--- config.mk ---
export PLATFORM = sky130hd
export DESIGN_NAME = trz_ctrl
export DESIGN_NICKNAME = d
export VERILOG_FILES = /design/src/hdl/trz_pkg.sv /design/src/hdl/trz_ctrl.sv
export SDC_FILE = /design/constraint.sdc
export NUM_CORES = 1
export LEC_CHECK = 0
export BUFFER_PORTS_ARGS = -buffer_cell sky130_fd_sc_hd__buf_2
export CAP_MARGIN = 30
export CORE_MARGIN = 4
export CORE_UTILIZATION = 49
export CTS_CLUSTER_DIAMETER = 200
export CTS_CLUSTER_SIZE = 14
export DETAILED_ROUTE_END_ITERATION = 8
export PLACE_DENSITY = 0.81
export SLEW_MARGIN = 20
export SYNTH_ARGS = -nofsm -noshare
export SYNTH_HDL_FRONTEND = slang
export SYNTH_SLANG_ARGS = --single-unit
export TNS_END_PERCENT = 50
--- constraint.sdc ---
create_clock -name clk -period 4.07 [get_ports clk]
set_input_delay 0.814 -clock clk [delete_from_list [all_inputs] [get_ports clk]]
set_output_delay 0.814 -clock clk [all_outputs]
set_load 0.005 [all_outputs]
--- src/hdl/trz_pkg.sv ---
// ----------------------------------------------------------------------------
// trz_pkg
// Shared types, constants and command structs for the triangle rasterizer.
// ----------------------------------------------------------------------------
package trz_pkg;

  localparam int FB_WIDTH      = 64;
  localparam int FB_HEIGHT     = 64;
  localparam int SUBPIXEL_BITS = 4;
  localparam int XW            = $clog2(FB_WIDTH);
  localparam int YW            = $clog2(FB_HEIGHT);
  localparam int AW            = XW + YW;
  localparam int PIX_COUNT     = FB_WIDTH * FB_HEIGHT;
  localparam int EW            = 36;
  localparam int NW            = 54;
  localparam int DIVN          = 4;

  localparam logic [1:0] REQ_DRAW  = 2'd0;
  localparam logic [1:0] REQ_READ  = 2'd1;
  localparam logic [1:0] REQ_CLEAR = 2'd2;

  localparam logic [12:0] COUNT_MAX = 13'd8191;

  typedef struct packed {
    logic [5:0]  pixel_y;
    logic [5:0]  pixel_x;
    logic [47:0] color_c;
    logic [47:0] color_b;
    logic [47:0] color_a;
    logic [47:0] vertex_c;
    logic [47:0] vertex_b;
    logic [47:0] vertex_a;
    logic [1:0]  req_type;
  } req_t;

  typedef struct packed {
    logic [12:0] pixels_written;
    logic [15:0] read_depth;
    logic [47:0] read_color;
  } rsp_t;

  typedef enum logic [3:0] {
    ST_IDLE, ST_SETUP, ST_BOX, ST_EDGE, ST_TEST, ST_MUL, ST_DIV,
    ST_DTEST, ST_WRITE, ST_NEXT, ST_CLEAR, ST_READ, ST_READ2, ST_DONE
  } state_t;

  typedef struct packed {
    logic load;
    logic setup;
    logic box;
    logic edge_calc;
    logic mul;
    logic div_start;
    logic rd_pix;
    logic wr_pix;
    logic next_pix;
    logic clr_step;
    logic rd_req;
    logic capture;
  } cmd_t;

  typedef struct packed {
    logic area_zero;
    logic box_empty;
    logic covered;
    logic last_pix;
    logic div_busy;
    logic depth_pass;
    logic clr_last;
  } sts_t;

endpackage

--- src/hdl/trz_ctrl.sv ---
// ----------------------------------------------------------------------------
// trz_ctrl
// Request sequencer: clear sweep, read, and the bounding box walk.
// ----------------------------------------------------------------------------
module trz_ctrl import trz_pkg::*; (
  input  logic       clk,
  input  logic       rst,
  input  logic [1:0] req_type,
  input  logic       in_valid,
  output logic       in_stall,
  input  logic       out_stall,
  output logic       out_valid,
  input  sts_t       sts,
  output cmd_t       cmd
);

  state_t state, state_next;
  logic [1:0] rtype;
  logic out_valid_next;
  logic boot_clr;

  always_ff @(posedge clk) begin
    if (rst) begin
      state     <= ST_CLEAR;
      out_valid <= 1'b0;
      boot_clr  <= 1'b1;
    end else begin
      state     <= state_next;
      out_valid <= out_valid_next;
      if (state == ST_CLEAR && sts.clr_last) boot_clr <= 1'b0;
    end
    if (in_valid && !in_stall) rtype <= req_type;
  end

  always_comb begin
    cmd = '0;
    state_next = state;
    out_valid_next = out_valid && out_stall;
    in_stall = 1'b1;
    unique case (state)
      ST_IDLE: begin
        in_stall = 1'b0;
        if (in_valid) begin
          cmd.load = 1'b1;
          state_next = ST_SETUP;
        end
      end
      ST_SETUP: begin
        unique case (rtype)
          REQ_DRAW:  begin cmd.setup = 1'b1; state_next = ST_BOX; end
          REQ_READ:  begin cmd.rd_req = 1'b1; state_next = ST_READ; end
          REQ_CLEAR: state_next = ST_CLEAR;
          default:   state_next = ST_DONE;
        endcase
      end
      ST_BOX: begin cmd.box = 1'b1; state_next = ST_EDGE; end
      ST_EDGE: begin
        cmd.setup = 1'b0;
        state_next = ST_TEST;
      end
      ST_TEST: begin
        if (sts.area_zero || sts.box_empty) state_next = ST_DONE;
        else begin
          cmd.edge_calc = 1'b1;
          state_next = ST_MUL;
        end
      end
      ST_MUL: begin
        if (!sts.covered) begin
          state_next = ST_NEXT;
        end else begin
          cmd.mul = 1'b1;
          cmd.rd_pix = 1'b1;
          state_next = ST_DIV;
        end
      end
      ST_DIV: begin cmd.div_start = 1'b1; state_next = ST_DTEST; end
      ST_DTEST: if (!sts.div_busy) state_next = ST_WRITE;
      ST_WRITE: begin
        cmd.wr_pix = sts.depth_pass;
        state_next = ST_NEXT;
      end
      ST_NEXT: begin
        if (sts.last_pix) state_next = ST_DONE;
        else begin
          cmd.next_pix = 1'b1;
          state_next = ST_READ2;
        end
      end
      ST_READ2: begin cmd.edge_calc = 1'b1; state_next = ST_MUL; end
      ST_CLEAR: begin
        cmd.clr_step = 1'b1;
        // the sweep after reset returns no item
        if (sts.clr_last) state_next = boot_clr ? ST_IDLE : ST_DONE;
      end
      ST_READ: begin cmd.rd_pix = 1'b1; state_next = ST_DONE; end
      ST_DONE: begin
        if (!out_valid || !out_stall) begin
          cmd.capture = 1'b1;
          out_valid_next = 1'b1;
          state_next = ST_IDLE;
        end
      end
      default: state_next = ST_IDLE;
    endcase
  end

endmodule

==> flow_metrics.env, run 1 <==
export IMPL_die_area_mm2=0.00198
export IMPL_finalPower_uw=499
export IMPL_slew_violations=0
export IMPL_hold_violations=0
export IMPL_diodes=0
export IMPL_internal_power_uw=258
export IMPL_use_met2_pct=29.5
export IMPL_cts_root_buf="clkbuf_4"
export IMPL_rows=12
export IMPL_cp_slowest_cell="dfxtp_1"
export IMPL_ir_drop_uv=330
export IMPL_synth_async_reset_ratio_pct=0
export IMPL_rsz0062_at_grt="false"
export IMPL_status="complete, no violations"
export IMPL_cp_end_kind="primary output"
export IMPL_track_usage_pct=19.8
export IMPL_antenna_left=0
export IMPL_netSwitchingFraction_pct=48.3
export IMPL_routed_via_density=6.19
export IMPL_io_pins=27
export IMPL_synth_seq_area_share_pct=27.6
export IMPL_ctsHoldBuffers=0
export IMPL_max_stage_delay_ns=0.66
export IMPL_tightest_slew_ns=0.544
export IMPL_fin_skew_ns=0.0172
export IMPL_synthSimpleGateAreaFrac_pct=33.1
export IMPL_num_vias=768
export IMPL_utilization_pct=66.9
export IMPL_die_w_um=44.5
export IMPL_comb_power_share_pct=50.9
export IMPL_arrival_ns=1.77
export IMPL_synth_top_family_by_area="simple AND/OR/NAND/NOR gates"
export IMPL_cellPowerDensity_mw_per_mm2=630
export IMPL_yosysTopAreaCell="dfxtp_1"
export IMPL_regArea_um2=180
export IMPL_cts_buffers=3
export IMPL_grt_pass1_vias=674
export IMPL_core_mm2=0.00119
export IMPL_die_y_um=44.5
export IMPL_fillCellCount=102
export IMPL_fin_crit_sh_pct=63.4
export IMPL_initial_core_util_pct=55.1
export IMPL_wl_per_cell_um=14.1
export IMPL_place_inst=120
export IMPL_grt_antenna_before_repair=0
export IMPL_synth_net_count=98
export IMPL_power_frac_seq_pct=35.2
export IMPL_net_switching_power_uw=241
export IMPL_syn_to_final_growth_pct=21.5
export IMPL_synth_xor_area_share_pct=0
export IMPL_synth_cells=85
export IMPL_cts_resized=0
export IMPL_cp_num_buf_inv=2
export IMPL_p_leak_uw=0.000352
export IMPL_portBuffers=26
export IMPL_p_clk_share_pct=13.9
export IMPL_wl_um=1750
export IMPL_slew_limit_headroom_pct=63.7
export IMPL_finalSetupTns_ns=0
export IMPL_cpLargestDelayFamily="flip-flops"
export IMPL_max_cap_viol_count=0
export IMPL_post_cts_buffers=0
export IMPL_yosysMostFrequentCell="nor2_1"
export IMPL_yosys_area_share_adder_pct=0
export IMPL_synth_seq_cells=8
export IMPL_postSynthAreaPerCell_um2=7.68
export IMPL_post_route_drc_count=0
export IMPL_start_kind="flop"
export IMPL_ys_warn_count=0
export IMPL_first_iter_violations=29
export IMPL_finalSetupViolations=0
export IMPL_worst_skew_pair_late_latency_ns=0.27
export IMPL_busiest_layer="met2"
export IMPL_dr_pass1_iters=4
export IMPL_use_met3_pct=3.66
export IMPL_fin_hold_ws_ns=0.491
export IMPL_required_ns=3.26
export IMPL_synth_mux_area_share_pct=0
export IMPL_synth_area_leaders="dfxtp_1, edfxtp_1, a21oi_1, nor2_1, nand2_1"
export IMPL_synth_edf_count=2
export IMPL_gp_congestion=0.945
export IMPL_grt_max_degree=19
export IMPL_path_max_fanout=17
export IMPL_synth_compound_area_share_pct=31.2
export IMPL_ys_flop_type="dfxtp_1"
export IMPL_crit_type="flop to primary output"
export IMPL_cts_sinks=8
export IMPL_syn_area_um2=653
export IMPL_cts_max_level=1
export IMPL_finalNonFillerCells=124
export IMPL_synth_top_cell_area_share_pct=18.4
export IMPL_path_clk_slew_ns=0.07
export IMPL_grt_overflow=0
export IMPL_cts_tree="yes"
export IMPL_synth_distinct_cells=38
export IMPL_crit_chain="inv_1 > or3_1 > a21oi_1 > buf_2"
export IMPL_fin_crit_ns=2.58
export IMPL_hpwl_um=1300
export IMPL_multi_input_area_um2=420
export IMPL_drive_above_1_share_pct=32.7
export IMPL_cts_path_max_buffers=2
export IMPL_synthTopCellsByCount="nor2_1, a21oi_1, nand2_1, dfxtp_1, inv_1"
export IMPL_grt_pass1_wl_um=2930
export IMPL_max_freq_mhz=387
export IMPL_fin_nets=124
export IMPL_met1_usage_pct=26.3
export IMPL_hold_path_class="flop to flop"
-- routing by layer --
layer	vias to the layer above	part of all wire (%)
met4	0	2.7
met2	49	44
met5	-	0
met3	8	11
met1	340	42
li1	371	-
-- layout make-up --
| cell class | instances | share of cell area [%] |
|---|---|---|
| multi-input cells | 67 | 53.0 |
| repair buffers | 26 | 16.4 |
| flip-flops and latches | 8 | 22.7 |
| well taps | 14 | 2.21 |
| inverters | 5 | 2.37 |
| clock buffers | 4 | 3.31 |
-- power by group through the flow --
stage / sequential (µW) / clock [µW] / combinational, µW
finish: 176 / 69.6 / 254
global route: 184 / 76.3 / 284
global placement: 171 / 0 / 248
detailed placement: 174 / 0 / 252
floorplan: 123 / 0 / 242
CTS: 173 / 69.3 / 254
-- through the flow --
| stage | cell area (µm²) | worst slack (ns) |
|---|---|---|
| global route | 793 | 1.36 |
| global placement | 767 | 1.84 |
| floorplan | 653 | 2.16 |
| finish | 793 | 1.49 |
| detailed placement | 767 | 1.78 |
| CTS | 793 | 1.51 |
-- path summary, 6_finish.rpt --
kind | to | depth (start not counted) | slack (ns) | from
worst max-delay path | cmd[0] | 4 | 1.49 | state[3]$_SDFFE_PP1P_
worst max register to register | state[1]$_SDFFE_PP1P_ | 4 | 2.37 | state[1]$_SDFFE_PP1P_
worst min register to register | out_valid$_SDFF_PP0_ | 2 | 0.49 | out_valid$_SDFF_PP0_
worst min-delay path | out_valid$_SDFF_PP0_ | 2 | 0.49 | out_valid$_SDFF_PP0_
-- worst reg2reg max path: cells and delay by family (launching register included) --
family,cells,cell delay (ns)
compound gates,2,0.28
flops,1,0.66
simple gates,2,0.63
-- state kept, by name (all words and copies together) (netlist names) --
register / count
boot_clr: 1
rtype: 2
state: 4
out_valid: 1
-- kinds of logic after synthesis --
kind of cell	Yosys count
DFF	8
AOI/OAI and AO/OA	28
buffers and inverters	10
and+or+nand+nor	39
-- cells in the final DEF (no fill, tap or decap), types with 2 or more instances in the layout --
cell	count
buf_2	26
nor2_1	9
nand2_1	8
a21oi_1	8
dfxtp_1	6
inv_1	5
nor4_1	4
nand2b_1	3
o21ai_0	3
clkbuf_4	3
and3_1	2
o32ai_1	2
nand3b_1	2
a21o_1	2
nor3_1	2
a211oi_1	2
edfxtp_1	2
No activity file was read; power rests on OpenSTA's default activity.
==> inputs of run 2 (changes only) <==
--- a/config.mk
+++ b/config.mk
@@ -8,11 +8,11 @@
 export BUFFER_PORTS_ARGS = -buffer_cell sky130_fd_sc_hd__buf_2
 export CAP_MARGIN = 30
 export CORE_MARGIN = 4
-export CORE_UTILIZATION = 49
+export CORE_UTILIZATION = 46
 export CTS_CLUSTER_DIAMETER = 200
 export CTS_CLUSTER_SIZE = 14
 export DETAILED_ROUTE_END_ITERATION = 8
-export PLACE_DENSITY = 0.81
+export PLACE_DENSITY = 0.77
 export SLEW_MARGIN = 20
 export SYNTH_ARGS = -nofsm -noshare
 export SYNTH_HDL_FRONTEND = slang
==> constraint.sdc (replaced) <==
create_clock -name clk -period 2.5 [get_ports clk]
set_input_delay 0.5 -clock clk [delete_from_list [all_inputs] [get_ports clk]]
set_output_delay 0.5 -clock clk [all_outputs]
set_load 0.005 [all_outputs]
==> run 2 against run 1 <==
Net effect:
- non-clock buffer count increased by 1
- clock skew decreased by 0.0042 ns
- critical endpoint unchanged
- largest cell class unchanged
- total power increased by 63%
- via count decreased by 2.2%
- largest power group unchanged
==> flow_metrics.env, run 2 (synthesis results as in run 1) <==
export IMPL_cts_max_level=1
export IMPL_max_cap_viol_count=0
export IMPL_crit_chain="nand2_1 > or3_1 > a21oi_1 > buf_2"
export IMPL_power_frac_seq_pct=31.0
export IMPL_crit_type="flop to primary output"
export IMPL_status="complete, no violations"
export IMPL_die_y_um=45.7
export IMPL_cellPowerDensity_mw_per_mm2=1010
export IMPL_gp_congestion=0.894
export IMPL_final_area_um2=802
export IMPL_diodes=0
export IMPL_netSwitchingFraction_pct=47.3
export IMPL_first_iter_violations=43
export IMPL_post_route_drc_count=0
export IMPL_p_leak_uw=0.000357
export IMPL_initial_core_util_pct=49.6
export IMPL_fin_crit_ns=2.12
export IMPL_largest_register_ffs=4
export IMPL_grt_pass1_vias=645
export IMPL_net_switching_power_uw=384
export IMPL_cts_sinks=8
export IMPL_path_max_fanout=14
export IMPL_slew_violations=0
export IMPL_die_area_mm2=0.00209
export IMPL_grt_antenna_before_repair=0
export IMPL_grt_pass1_wl_um=2700
export IMPL_start_kind="flop"
export IMPL_comb_power_share_pct=55.4
export IMPL_finalSetupTns_ns=0
export IMPL_required_ns=2.00
export IMPL_max_freq_mhz=471
export IMPL_grt_overflow=0
export IMPL_die_w_um=45.7
export IMPL_top_register="state"
export IMPL_arrival_ns=1.62
export IMPL_fin_crit_sh_pct=84.8
export IMPL_hold_path_class="input pin to flop"
export IMPL_cts_path_max_buffers=2
export IMPL_syn_to_final_growth_pct=22.8
export IMPL_max_stage_delay_ns=0.55
export IMPL_hpwl_um=1260
export IMPL_fin_skew_ns=0.0130
export IMPL_track_usage_pct=18.0
export IMPL_dr_pass1_iters=5
export IMPL_post_cts_buffers=0
export IMPL_wl_per_cell_um=13.2
export IMPL_worst_skew_pair_late_latency_ns=0.27
export IMPL_layout_commonest_cell="buf_2"
export IMPL_finalPower_uw=813
export IMPL_drive_above_1_share_pct=33.3
export IMPL_reg_largest_list="state: 4 flops, rtype: 2 flops"
export IMPL_p_clk_share_pct=13.6
export IMPL_ctsHoldBuffers=0
export IMPL_setup_ws_ns=0.379
export IMPL_slew_limit_headroom_pct=65.5
export IMPL_io_pins=27
export IMPL_antenna_left=0
export IMPL_finalSetupViolations=0
export IMPL_core_mm2=0.00132
export IMPL_fillCellCount=112
export IMPL_cts_resized=0
export IMPL_hold_violations=0
export IMPL_cts_tree="yes"
export IMPL_fin_nets=125
export IMPL_ir_drop_uv=490
export IMPL_cp_slowest_cell="dfxtp_1"
export IMPL_portBuffers=26
export IMPL_cts_root_buf="clkbuf_4"
export IMPL_grt_max_degree=19
export IMPL_tightest_slew_ns=0.517
export IMPL_fin_hold_ws_ns=0.404
export IMPL_final_cell_mix="buf_2, nor2_1, nand2_1, a21oi_1, dfxtp_1"
export IMPL_rows=13
export IMPL_routed_via_density=5.96
export IMPL_place_ws_ns=0.680
export IMPL_internal_power_uw=429
export IMPL_rsz0062_at_grt="false"
export IMPL_path_clk_slew_ns=0.06
export IMPL_cts_buffers=3
export IMPL_place_area_um2=776
export IMPL_num_vias=751
export IMPL_cp_end_kind="primary output"
export IMPL_wl_um=1670
## run 2: cell types whose count changed in the layout (fill, tap and decap cells not counted), sizes merged
cell / previous run / this run
buf: 26 / 27
## run 2: cell type report
type | count | area (µm²) | share of cell area [%]
clock buffers | 4 | 26.3 | 3.28
inverters | 5 | 18.8 | 2.34
multi-input cells | 67 | 420 | 52.4
well taps | 15 | 18.8 | 2.34
repair buffers | 27 | 138 | 17.2
flip-flops and latches | 8 | 180 | 22.5
## run 2: path summary, 6_finish.rpt
kind         depth (start not counted)               endpoint                   from  slack [ns]
max reg2reg                          4  state[1]$_SDFFE_PP1P_  state[1]$_SDFFE_PP1P_        0.83
max                                  4                 cmd[0]  state[2]$_SDFFE_PP0P_        0.38
min reg2reg                          2   out_valid$_SDFF_PP0_   out_valid$_SDFF_PP0_        0.49
min                                  1     rtype[0]$_DFFE_PP_            req_type[0]        0.40
## run 2: power by group through the flow
stage / Clock [µW] / Sequential [µW] / Combinational (µW)
CTS: 114 / 248 / 446
global route: 120 / 263 / 498
detailed placement: 0 / 252 / 444
finish: 111 / 252 / 450
global placement: 0 / 250 / 446
floorplan: 0 / 200 / 394
## run 2: per-layer routing
layer	vias to the layer above	wire (µm)	global-route usage [%]
met4	0	36	10.5
met3	5	144	3.95
met5	-	0	0
met1	343	693	22.9
met2	34	793	27.6
li1	369	-	-
## run 2: worst max-delay path: cells and delay by family (launching register included)
family / cells / cell delay, ns
flip-flops: 1 / 0.55
buffers and inverters: 1 / 0.12
AND/OR/NAND/NOR: 2 / 0.58
AO/OA/AOI/OAI: 1 / 0.12
## run 2: stage by stage
step           cells  util, %
2_1_floorplan     85        -
3_3_place_gp     122     58.9
3_5_place_dp     122     58.9
4_1_cts          126     60.9
5_1_grt          126     60.9
6_report         126     60.9
